**src/rtl/vba_pkg.sv**
```systemverilog
`timescale 1ns / 1ps
`default_nettype none

package vba_pkg;

    // Width of the slot and batch count result fields
    localparam int SLOT_W = 4;

    // Primitive codes that change batch handling
    localparam logic [3:0] PRIM_LINE_LOOP  = 4'd2;
    localparam logic [3:0] PRIM_LINE_STRIP = 4'd3;
    localparam logic [3:0] PRIM_TRISTRIP   = 4'd5;
    localparam logic [3:0] PRIM_FAN        = 4'd6;
    localparam logic [3:0] PRIM_QUADS      = 4'd7;
    localparam logic [3:0] PRIM_QUADSTRIP  = 4'd8;
    localparam logic [3:0] PRIM_POLYGON    = 4'd9;

    // Vertices per independent quad
    localparam int QUAD_SIZE = 4;

    // One stored vertex
    typedef struct packed {
        logic [63:0] pos_xy;
        logic [31:0] pos_z;
        logic [63:0] tex;
        logic [31:0] color;
        logic [63:0] normal_xy;
        logic [31:0] normal_z;
    } vtx_t;

    // Number of trailing vertices carried into the next batch
    function automatic logic [1:0] overhang(input logic [3:0] prim);
        logic [1:0] n;
        begin
            case (prim) inside
                PRIM_LINE_LOOP, PRIM_LINE_STRIP, PRIM_POLYGON: n = 2'd1;
                PRIM_TRISTRIP, PRIM_FAN, PRIM_QUADSTRIP:        n = 2'd2;
                default:                                        n = 2'd0;
            endcase
            return n;
        end
    endfunction

endpackage

`default_nettype wire

```
**src/rtl/vertex_batch_assembler.sv**
```systemverilog
`timescale 1ns / 1ps
`default_nettype none

// Vertex batch assembler. Takes one vertex per request and places it in the next
// slot of a BATCH_DEPTH-entry batch, reporting each write; when the batch fills, or
// a quad completes in quads mode, it reports a flush with the vertex count and then
// the overhang copies that start the next batch (fan and polygon keep slot 0 and
// carry the last vertices after it). Rate: a vertex that yields k results (1 to 5)
// holds the input until its last result is emitted, so ordinary vertices pass at one
// per cycle, the rate at which the result register presents results, while res_ready
// holds. An accepted vertex goes to the sequencer, then its first result to the
// result register. Only slot 0 and the slot before the last are ever read back, so
// only those two are stored; no clearing pass is needed after reset. The slot and
// batch count fields are 4 bits wide and keep the low bits for deeper batches.
module vertex_batch_assembler
    import vba_pkg::*;
#(
    parameter int BATCH_DEPTH = 12
)
(
    input  wire logic          clk,
    input  wire logic          rst_n,

    input  wire logic          cfg_wr_en,
    input  wire logic [3:0]    cfg_wr_data,

    input  wire logic          vtx_valid,
    output logic               vtx_ready,
    input  wire logic [31:0]   pos_x,
    input  wire logic [31:0]   pos_y,
    input  wire logic [31:0]   pos_z,
    input  wire logic [31:0]   tex_u,
    input  wire logic [31:0]   tex_v,
    input  wire logic [31:0]   rgba,
    input  wire logic [31:0]   norm_x,
    input  wire logic [31:0]   norm_y,
    input  wire logic [31:0]   norm_z,

    output logic               res_valid,
    input  wire logic          res_ready,
    output logic               kind,
    output logic [SLOT_W-1:0]  slot,
    output logic [63:0]        pos_xy,
    output logic [31:0]        pos_zw,
    output logic [63:0]        tex_uv,
    output logic [31:0]        color_word,
    output logic [63:0]        normal_xy,
    output logic [31:0]        normal_zz,
    output logic [SLOT_W-1:0]  batch_count,
    output logic               last_result
);

    localparam int CW = $clog2(BATCH_DEPTH + 1);

    // Configuration and batch state
    logic [3:0]     prim_reg, prim_next;
    logic [CW-1:0]  fill_reg, fill_next;
    vtx_t           first_reg, first_next;
    vtx_t           pen_reg, pen_next;

    // Result sequencer holding the accepted vertex
    logic           gen_busy_reg, gen_busy_next;
    logic [2:0]     gen_idx_reg, gen_idx_next;
    logic [2:0]     gen_cnt_reg, gen_cnt_next;
    logic [SLOT_W-1:0] gen_slot_reg, gen_slot_next;
    logic [SLOT_W-1:0] gen_bcount_reg, gen_bcount_next;
    logic [1:0]     gen_over_reg, gen_over_next;
    logic           gen_fan_reg, gen_fan_next;
    vtx_t           gen_cur_reg, gen_cur_next;
    vtx_t           gen_pen_reg, gen_pen_next;
    vtx_t           gen_first_reg, gen_first_next;

    // Result register
    logic           res_valid_reg, res_valid_next;
    logic           res_kind_reg, res_kind_next;
    logic [SLOT_W-1:0] res_slot_reg, res_slot_next;
    vtx_t           res_vtx_reg, res_vtx_next;
    logic [SLOT_W-1:0] res_bcount_reg, res_bcount_next;
    logic           res_last_reg, res_last_next;

    // Handshake and per-vertex decode
    logic           accept;
    logic           out_free;
    logic           emit;
    logic           gen_last;
    vtx_t           cur;
    logic [CW-1:0]  slot_sel;
    logic [CW-1:0]  fill_inc;
    logic           fanlike;
    logic [1:0]     over;
    logic           flush;

    // Result selection
    logic [2:0]     tail_pos;
    logic [2:0]     tail_idx;
    logic           sel_kind;
    logic [SLOT_W-1:0] sel_slot;
    vtx_t           sel_vtx;
    logic [SLOT_W-1:0] sel_bcount;

    // Handshake
    assign out_free  = !res_valid_reg || res_ready;
    assign gen_last  = (gen_idx_reg == (gen_cnt_reg - 3'd1));
    assign emit      = gen_busy_reg && out_free;
    assign vtx_ready = !gen_busy_reg || (emit && gen_last);
    assign accept    = vtx_valid && vtx_ready;

    // Pack the incoming vertex
    always_comb
    begin
        cur.pos_xy    = {pos_y, pos_x};
        cur.pos_z     = pos_z;
        cur.tex       = {tex_v, tex_u};
        cur.color     = rgba;
        cur.normal_xy = {norm_y, norm_x};
        cur.normal_z  = norm_z;
    end

    // Decide slot, flush and overhang for the incoming vertex
    always_comb
    begin
        slot_sel = (fill_reg >= CW'(BATCH_DEPTH)) ? '0 : fill_reg;
        fill_inc = slot_sel + CW'(1);
        fanlike  = (prim_reg == PRIM_FAN) || (prim_reg == PRIM_POLYGON);
        over     = overhang(prim_reg);
        flush    = (fill_inc == CW'(BATCH_DEPTH))
                || ((prim_reg == PRIM_QUADS) && (fill_inc == CW'(QUAD_SIZE)));
    end

    // Update configuration and batch state
    always_comb
    begin
        prim_next  = cfg_wr_en ? cfg_wr_data : prim_reg;
        fill_next  = fill_reg;
        first_next = first_reg;
        pen_next   = pen_reg;
        if (accept)
        begin
            if (flush)
                fill_next = CW'(over) + CW'(fanlike);
            else
                fill_next = fill_inc;
            if (slot_sel == '0)
                first_next = cur;
            else if (flush && !fanlike && (over != 2'd0))
                first_next = (over == 2'd2) ? pen_reg : cur;
            if (slot_sel == CW'(BATCH_DEPTH - 2))
                pen_next = cur;
        end
    end

    // Load the sequencer on accept, advance it on each emitted result
    always_comb
    begin
        gen_busy_next   = gen_busy_reg;
        gen_idx_next    = gen_idx_reg;
        gen_cnt_next    = gen_cnt_reg;
        gen_slot_next   = gen_slot_reg;
        gen_bcount_next = gen_bcount_reg;
        gen_over_next   = gen_over_reg;
        gen_fan_next    = gen_fan_reg;
        gen_cur_next    = gen_cur_reg;
        gen_pen_next    = gen_pen_reg;
        gen_first_next  = gen_first_reg;
        if (emit)
        begin
            gen_idx_next = gen_idx_reg + 3'd1;
            if (gen_last)
                gen_busy_next = 1'b0;
        end
        if (accept)
        begin
            gen_busy_next   = 1'b1;
            gen_idx_next    = 3'd0;
            gen_cnt_next    = flush ? (3'd2 + 3'(over) + 3'(fanlike)) : 3'd1;
            gen_slot_next   = SLOT_W'(slot_sel);
            gen_bcount_next = SLOT_W'(fill_inc);
            gen_over_next   = over;
            gen_fan_next    = fanlike;
            gen_cur_next    = cur;
            gen_pen_next    = pen_reg;
            gen_first_next  = first_reg;
        end
    end

    // Select the result at the current sequence position
    always_comb
    begin
        tail_pos   = gen_idx_reg - 3'd2;
        tail_idx   = gen_fan_reg ? (tail_pos - 3'd1) : tail_pos;
        sel_kind   = 1'b0;
        sel_slot   = SLOT_W'(tail_pos);
        sel_bcount = '0;
        sel_vtx    = gen_cur_reg;
        if (gen_idx_reg == 3'd0)
        begin
            sel_slot = gen_slot_reg;
        end
        else if (gen_idx_reg == 3'd1)
        begin
            sel_kind   = 1'b1;
            sel_slot   = '0;
            sel_bcount = gen_bcount_reg;
            sel_vtx    = '0;
        end
        else if (gen_fan_reg && (tail_pos == 3'd0))
        begin
            sel_vtx = gen_first_reg;
        end
        else if ((gen_over_reg == 2'd2) && (tail_idx == 3'd0))
        begin
            sel_vtx = gen_pen_reg;
        end
    end

    // Load the result register, drop it once taken
    always_comb
    begin
        res_valid_next  = res_valid_reg;
        res_kind_next   = res_kind_reg;
        res_slot_next   = res_slot_reg;
        res_vtx_next    = res_vtx_reg;
        res_bcount_next = res_bcount_reg;
        res_last_next   = res_last_reg;
        if (emit)
        begin
            res_valid_next  = 1'b1;
            res_kind_next   = sel_kind;
            res_slot_next   = sel_slot;
            res_vtx_next    = sel_vtx;
            res_bcount_next = sel_bcount;
            res_last_next   = gen_last;
        end
        else if (res_ready)
        begin
            res_valid_next = 1'b0;
        end
    end

    // Control registers
    always_ff @(posedge clk or negedge rst_n)
    begin
        if (!rst_n)
        begin
            prim_reg      <= '0;
            fill_reg      <= '0;
            gen_busy_reg  <= 1'b0;
            gen_idx_reg   <= '0;
            gen_cnt_reg   <= 3'd1;
            res_valid_reg <= 1'b0;
        end
        else
        begin
            prim_reg      <= prim_next;
            fill_reg      <= fill_next;
            gen_busy_reg  <= gen_busy_next;
            gen_idx_reg   <= gen_idx_next;
            gen_cnt_reg   <= gen_cnt_next;
            res_valid_reg <= res_valid_next;
        end
    end

    // Payload registers
    always_ff @(posedge clk)
    begin
        first_reg      <= first_next;
        pen_reg        <= pen_next;
        gen_slot_reg   <= gen_slot_next;
        gen_bcount_reg <= gen_bcount_next;
        gen_over_reg   <= gen_over_next;
        gen_fan_reg    <= gen_fan_next;
        gen_cur_reg    <= gen_cur_next;
        gen_pen_reg    <= gen_pen_next;
        gen_first_reg  <= gen_first_next;
        res_kind_reg   <= res_kind_next;
        res_slot_reg   <= res_slot_next;
        res_vtx_reg    <= res_vtx_next;
        res_bcount_reg <= res_bcount_next;
        res_last_reg   <= res_last_next;
    end

    // Drive the result ports
    assign res_valid   = res_valid_reg;
    assign kind        = res_kind_reg;
    assign slot        = res_slot_reg;
    assign pos_xy      = res_vtx_reg.pos_xy;
    assign pos_zw      = res_vtx_reg.pos_z;
    assign tex_uv      = res_vtx_reg.tex;
    assign color_word  = res_vtx_reg.color;
    assign normal_xy   = res_vtx_reg.normal_xy;
    assign normal_zz   = res_vtx_reg.normal_z;
    assign batch_count = res_bcount_reg;
    assign last_result = res_last_reg;

    // Fill level stays below the batch depth between vertices
    a_fill_range: assert property (@(posedge clk) disable iff (!rst_n)
        fill_reg < CW'(BATCH_DEPTH))
        else $error("fill level reached batch depth");

    // A sequence carries between one and five results
    a_cnt_range: assert property (@(posedge clk) disable iff (!rst_n)
        gen_busy_reg |-> ((gen_cnt_reg != 3'd0) && (gen_cnt_reg <= 3'd5)
                          && (gen_idx_reg < gen_cnt_reg)))
        else $error("result sequence out of range");

    // A flush reports a full batch or a completed quad
    a_flush_count: assert property (@(posedge clk) disable iff (!rst_n)
        (res_valid_reg && res_kind_reg) |->
            ((res_bcount_reg == SLOT_W'(BATCH_DEPTH))
             || (res_bcount_reg == SLOT_W'(QUAD_SIZE))))
        else $error("flush with wrong batch count");

    // An accepted vertex is loaded into the sequencer, starting at its write result
    a_accept_busy: assert property (@(posedge clk) disable iff (!rst_n)
        accept |=> (gen_busy_reg && (gen_idx_reg == 3'd0)))
        else $error("accepted vertex not loaded into sequencer");

    // The result that ends a sequence is presented with its last flag set
    a_last_single: assert property (@(posedge clk) disable iff (!rst_n)
        (emit && gen_last) |=> (res_valid_reg && res_last_reg))
        else $error("last result not presented");

endmodule

`default_nettype wire

```
**config.mk**
```make
export PLATFORM = sky130hd
export DESIGN_NAME = vertex_batch_assembler
export DESIGN_NICKNAME = d
export VERILOG_FILES = /design/src/rtl/vba_pkg.sv /design/src/rtl/vertex_batch_assembler.sv
export SDC_FILE = /design/constraint.sdc
export NUM_CORES = 2
export LEC_CHECK = 0
export BUFFER_PORTS_ARGS = -buffer_cell sky130_fd_sc_hd__buf_2
export CAP_MARGIN = 40
export CORE_MARGIN = 2
export CORE_UTILIZATION = 30
export DETAILED_ROUTE_END_ITERATION = 10
export PLACE_DENSITY_LB_ADDON = 0.12
export SLEW_MARGIN = 20
export SYNTH_ARGS = -nofsm -noshare
export SYNTH_HDL_FRONTEND = slang
export SYNTH_SLANG_ARGS = --single-unit
```
**constraint.sdc**
```tcl
create_clock -name clk -period 31.1 [get_ports clk]
set_input_delay 3.11 -clock clk [delete_from_list [all_inputs] [get_ports clk]]
set_output_delay 3.11 -clock clk [all_outputs]
set_load 0.01 [all_outputs]
```
==> Word-level counts from Yosys, hierarchy flattened <==
Cells that the tools add are included.
{ "word_totals": {"register_bits": 1765, "in_bits": 297, "out_inout_bits": 300, "word_cells": 127} }
{ "classes": {"n_addsub": 8, "n_lt_le_gt_ge": 1, "eq_ne": 14, "muxes": 23, "bitwise": 1, "n_reduce_logical": 30} }
{ "op_table": {"columns": ["operator", "count"], "rows": [
  ["288-bit two-way mux", 7],
  ["4-bit by 3-bit == test with 1-bit output, second input constant", 4],
  ["4-bit == test, second input constant", 4],
  ["3-bit two-way mux", 5],
  ["4-bit two-way mux", 3],
  ["2-bit nonzero test", 5],
  ["3-bit logical NOT", 3],
  ["4-bit by 2-bit == test with 1-bit output, second input constant", 2],
  ["1-bit logical AND", 8],
  ["1-bit two-way mux", 6],
  ["2-bit AND reduction", 3],
  ["3-bit OR reduction", 2],
  ["3-bit by 1-bit subtractor with 3-bit output, second input constant", 2],
  ["4-bit by 1-bit adder with 4-bit output, second input constant", 1],
  ["2-bit == test, second input constant", 2],
  ["4-bit >= comparator, second input constant", 1],
  ["4-bit logical NOT", 1],
  ["1-bit logical OR", 4],
  ["2-bit two-way mux", 2],
  ["2-bit by 1-bit adder with 3-bit output", 1],
  ["2-bit by 2-bit adder with 3-bit output, first input constant", 1],
  ["3-bit by 1-bit adder with 3-bit output", 1],
  ["3-bit by 1-bit adder with 3-bit output, second input constant", 1],
  ["3-bit by 1-bit == test with 1-bit output, second input constant", 1],
  ["5 further kinds", 7]
]} }

==> Longest topological paths before layout <==
{ "depth": {"word_depth": 10, "depth_mapped": 10} }

==> Least setup slack after synthesis <==
OpenSTA, ideal clock, no wires.
{ "synth_timing": {"path_type": "input to register", "from": "in res_ready", "to": "reg pen_reg[0] (netlist bit) (enable)", "setup_time_ps": 1526, "arrival_time_ps": 29363, "t_required_ps": 29574, "setup_slack_ps": 211, "cell_stages": 5, "n_path_buf": 0, "cell_sequence": "nor2b_1 > o41ai_2 > nand2_1 > clkinv_1 > and3_1"} }
{ "synth_between": {"elab_chain_len": 6} }
{ "synth_rtl": {"columns": ["item", "line", "rtl"], "rows": [
  ["from (decl)", "vertex_batch_assembler.sv:40", "input wire logic res_ready,"],
  ["1-bit logical OR", "vertex_batch_assembler.sv:102", "assign out_free = !res_valid_reg || res_ready;"],
  ["1-bit logical AND", "vertex_batch_assembler.sv:104", "assign emit = gen_busy_reg && out_free;"],
  ["1-bit logical AND", "vertex_batch_assembler.sv:105", "assign vtx_ready = !gen_busy_reg || (emit && gen_last);"],
  ["1-bit logical OR", "vertex_batch_assembler.sv:105", null],
  ["named net vtx_ready", "vertex_batch_assembler.sv:28", "output logic vtx_ready,"],
  ["1-bit logical AND", "vertex_batch_assembler.sv:106", "assign accept = vtx_valid && vtx_ready;"],
  ["named net accept", "vertex_batch_assembler.sv:82", "logic accept;"],
  ["2-bit AND reduction (no source line)", null, null],
  ["to (signal assigned)", "vertex_batch_assembler.sv:267", "pen_reg <= pen_next;"],
  ["to (decl)", "vertex_batch_assembler.sv:59", "vtx_t pen_reg, pen_next;"]
]} }
The timed path passes the listed nets, and every way through them passes these cells.
A chain may end at the register's enable or synchronous reset.

==> Final worst setup path <==
{ "layout_timing": {"from": "in res_ready", "to": "out vtx_ready"} }
{ "layout_between": {"elab_chain_len": 4} }
{ "layout_rtl": {"columns": ["item", "line"], "rows": [
  ["1-bit logical OR", "vertex_batch_assembler.sv:102"],
  ["1-bit logical AND", "vertex_batch_assembler.sv:104"],
  ["1-bit logical AND", "vertex_batch_assembler.sv:105"],
  ["1-bit logical OR", "vertex_batch_assembler.sv:105"],
  ["to (decl)", "vertex_batch_assembler.sv:28"]
]} }
Every way passes these cells.

==> metrics.txt <==
outcome=completed; GRT Overall Usage=around 15%; Iteration-0 DRC Markers=about 2600; max_slew headroom=9.40%; Ports=597; number of antenna violations at the first check in global routing=82; NumNets Final=~4500; Max FO, Critical Path=3; Worst path depth=4; Synth cell types=between 40 and 50; highest metal used=met5; vias in the first global route=~34000; Die ar.=between 200000 and 250000 sq um; root buffer cell=clkbuf_16; post-synthesis average cell area=18.3 sq um; Area growth, synth to finish=19.3%; wirelength, routed=around 170 mm; Max stage delay on crit path=roughly 0.45 ns; Critical Path RT=between 20 and 30 ns; Seq/Total Area, Yosys=81.5%; # H-tree levels=4; fin cells=between 7000 and 8000; DP HPWL=96.9 mm; CP startpoint kind=primary input; layout cells sized above 1=between 20% and 30%; largest family of logic cells by synthesized area=compound AO/OA/AOI/OAI gates; reg-to-reg slack, setup=around 26 ns; chip width=about 470 um; wl on met1=74.3 mm; post-synthesis instance area=between 60000 and 70000 sq um; Primary FF master, synth=edfxtp_1; antenna-violating nets left=0; FF+latch count, synth=around 1800; Post-synth EDFFs=approximately 1700; PwrDens=roughly 100 nW/um^2; Resized cells post-CTS=0; Post-DP Area=roughly 71000 sq um; CTS tree=built; Worst setup startpoint=res_ready; Synth Area in Simple Gates=0.443%; DR DRC count=0; placed cell count=between 6000 and 7000; CTS buffer count=about 190; Final Hold Violating Endpoints=0; met3 wire length=10.7 mm; Critical Path End=vtx_ready; Via density=4.73; crit path DAT=between 3 and 4 ns; Least-Margin Pin Slew=~1.4 ns; Setup Skew=roughly 0.023 ns; largest net degree at the start of global routing=about 190; via count=about 34000; max frequency=~0.14 GHz; Max Slew Vio Count=0; Crit Path Class=in -> out; end of the worst register-to-register path=gen_first_reg[130]; RSZ-0062 raised after global routing=false; Clk Latency, worst-skew pair=just over 0.8 ns; Final setup viols=0; Initial Util=30.2%; Worst IR Drop VDD=around 0.083 mV; die extent in y=469 um; Max-Cap Viols=0; Crit. End Element=primary output; fill count=around 20000; post-synthesis mux area share=a little over 5%; Final Cycle Share=between 20% and 30%; Site Rows=170; net count after synthesis=about 3900; Worst-path clk slew=roughly 0.06 ns; Bufs and invs on worst path=2; 1st-pass router iterations=5; design area=77400 sq um; cts hold-fix bufs=0; Post-Synth Adder-Cell Area=less than 1%; IO buf count=around 600; core area=roughly 210000 sq um; CP cell instances=buf_2 -> nor2b_1 -> o41ai_2 -> buf_2; r2r startpoint=gen_idx_reg[2]; post-CTS setup buffer count=0; Compound-Gate Fraction of Synth Area=approximately 11%; Crit-path slowest cell=o41ai_2; CP dominant cell by count=buf_2; routability congestion estimate=slightly above 0.7; CTS sink count=1765; Worst Hold Class=reg -> reg; leakage power=between 20 and 30 nW; wire length on met2=78.2 mm; Worst Reg-to-Reg Cells=8; crit path time final=roughly 7.0 ns; GRT Residual Overflow=0; Clock Path Buffers=3; global-route wire length before repair=241 mm; Synth Area in XOR/XNOR=less than 1%; async set-reset flop share out of synthesis=less than 1%; CP top delay family=compound AO/OA/AOI/OAI gates; Gate Count Post-Synth=about 3500; YS warnings=0; setup_tns=0 ns; WL/cell=roughly 23 um
==> layout make-up <==
class | instances | area, sq um | area share (%)
multi-input cells | 1546 | 11000 | 14.2
well taps | 2838 | 3550 | 4.59
flip-flops and latches | 1765 | 52900 | 68.4
clock buffers | 235 | 5010 | 6.47
repair buffers | 663 | 3940 | 5.08
diodes | 18 | 45.0 | 0.0582
inverters | 13 | 63.8 | 0.0824
clock inverters | 103 | 936 | 1.21
==> worst min path at each step <==
stage	to	cells past startpoint	slack, ns	from
2_1_floorplan	gen_first_reg[0]	0	0.40	first_reg[0]
3_3_place_gp	gen_first_reg[175]	0	0.40	first_reg[175]
3_5_place_dp	gen_first_reg[103]	0	0.40	first_reg[103]
4_1_cts	gen_first_reg[225]	0	0.40	first_reg[225]
5_1_grt	gen_first_reg[285]	0	0.41	first_reg[285]
6_report	gen_first_reg[225]	0	0.40	first_reg[225]
==> cells in the final DEF (no fill, tap or decap), types with 2 or more instances in the layout <==
cell,n
ha_1,16
nor3b_1,2
clkinv_2,27
a22o_1,3
edfxtp_1,1749
inv_1,11
clkbuf_16,194
clkinv_8,5
inv_8,2
buf_4,40
buf_12,12
nand2_1,14
clkbuf_1,41
clkinv_16,2
mux2i_1,2
o211ai_1,2
diode_2,18
buf_2,596
nand3b_1,2
nor3_1,2
nand2b_1,7
nor2_1,4
xnor2_1,5
clkinv_1,50
dfrtp_1,15
bufinv_16,14
o21ai_1,4
buf_16,15
nand3_1,3
xor2_1,2
clkinvlp_4,3
a21oi_1,292
o21ai_0,578
mux2_2,291
o2bb2ai_1,288
nor2b_1,4
and2_1,5
==> power by group <==
group / switching [mW] / leakage, nW / internal, mW
sequential: 0.179 / 16.5 / 3.36
combinational: 1.27 / 5.90 / 0.601
clock: 0.932 / 2.89 / 1.25
==> synthesized netlist by cell type, types with 2 or more instances <==
cell type / n / area share [%]
nor3b_1: 2 / 0.023
o21ai_0: 578 / 4.5
nor2b_1: 4 / 0.039
buf_2: 33 / 0.25
and2_1: 5 / 0.048
and3_1: 2 / 0.019
clkbuf_1: 144 / 0.83
nor3_1: 2 / 0.015
nand2b_1: 8 / 0.077
buf_4: 27 / 0.31
inv_1: 12 / 0.069
o2bb2ai_1: 288 / 3.9
a22o_1: 3 / 0.040
a21oi_1: 293 / 2.3
clkbuf_2: 20 / 0.15
mux2_2: 291 / 5.0
o211ai_1: 2 / 0.023
xnor2_1: 5 / 0.067
nor2_1: 5 / 0.029
edfxtp_1: 1749 / 81
o21ai_1: 4 / 0.031
nand3_1: 3 / 0.023
nand3b_1: 2 / 0.023
xor2_1: 2 / 0.027
ha_1: 16 / 0.31
mux2i_1: 2 / 0.031
dfrtp_1: 15 / 0.58
nand2_1: 15 / 0.087
==> logic make-up (layout without fill, tap and decap cells) <==
logic type / count (synthesis) / in the layout
flip-flops: 1765 / 1765
AO/OA/AOI/OAI: 1177 / 1177
multiplexers: 293 / 293
buffers and inverters: 238 / 1014
AND/OR/NAND/NOR: 51 / 51
adder cells (fa/ha/maj): 16 / 16
XOR/XNOR: 9 / 9
other: 0 / 18
==> layer usage <==
metal / global-route usage [%] / vias to the layer above
met4: 3.97 / 58
li1: - / 15509
met3: 3.98 / 316
met1: 19.8 / 17200
met2: 24.0 / 860
met5: 0 / -
==> through the flow <==
step                hold slack, ns  power [mW]  worst slack, ns  util (%)
detailed placement           0.405        5.50            23.55      33.2
floorplan                    0.400        5.02            0.211         -
finish                       0.403        7.59            24.08      36.0
global route                 0.415        8.02            24.02      36.0
CTS                          0.403        7.73            24.10      36.0
global placement             0.400        5.46            22.81      33.0
Power figures use the tool's default switching activity.
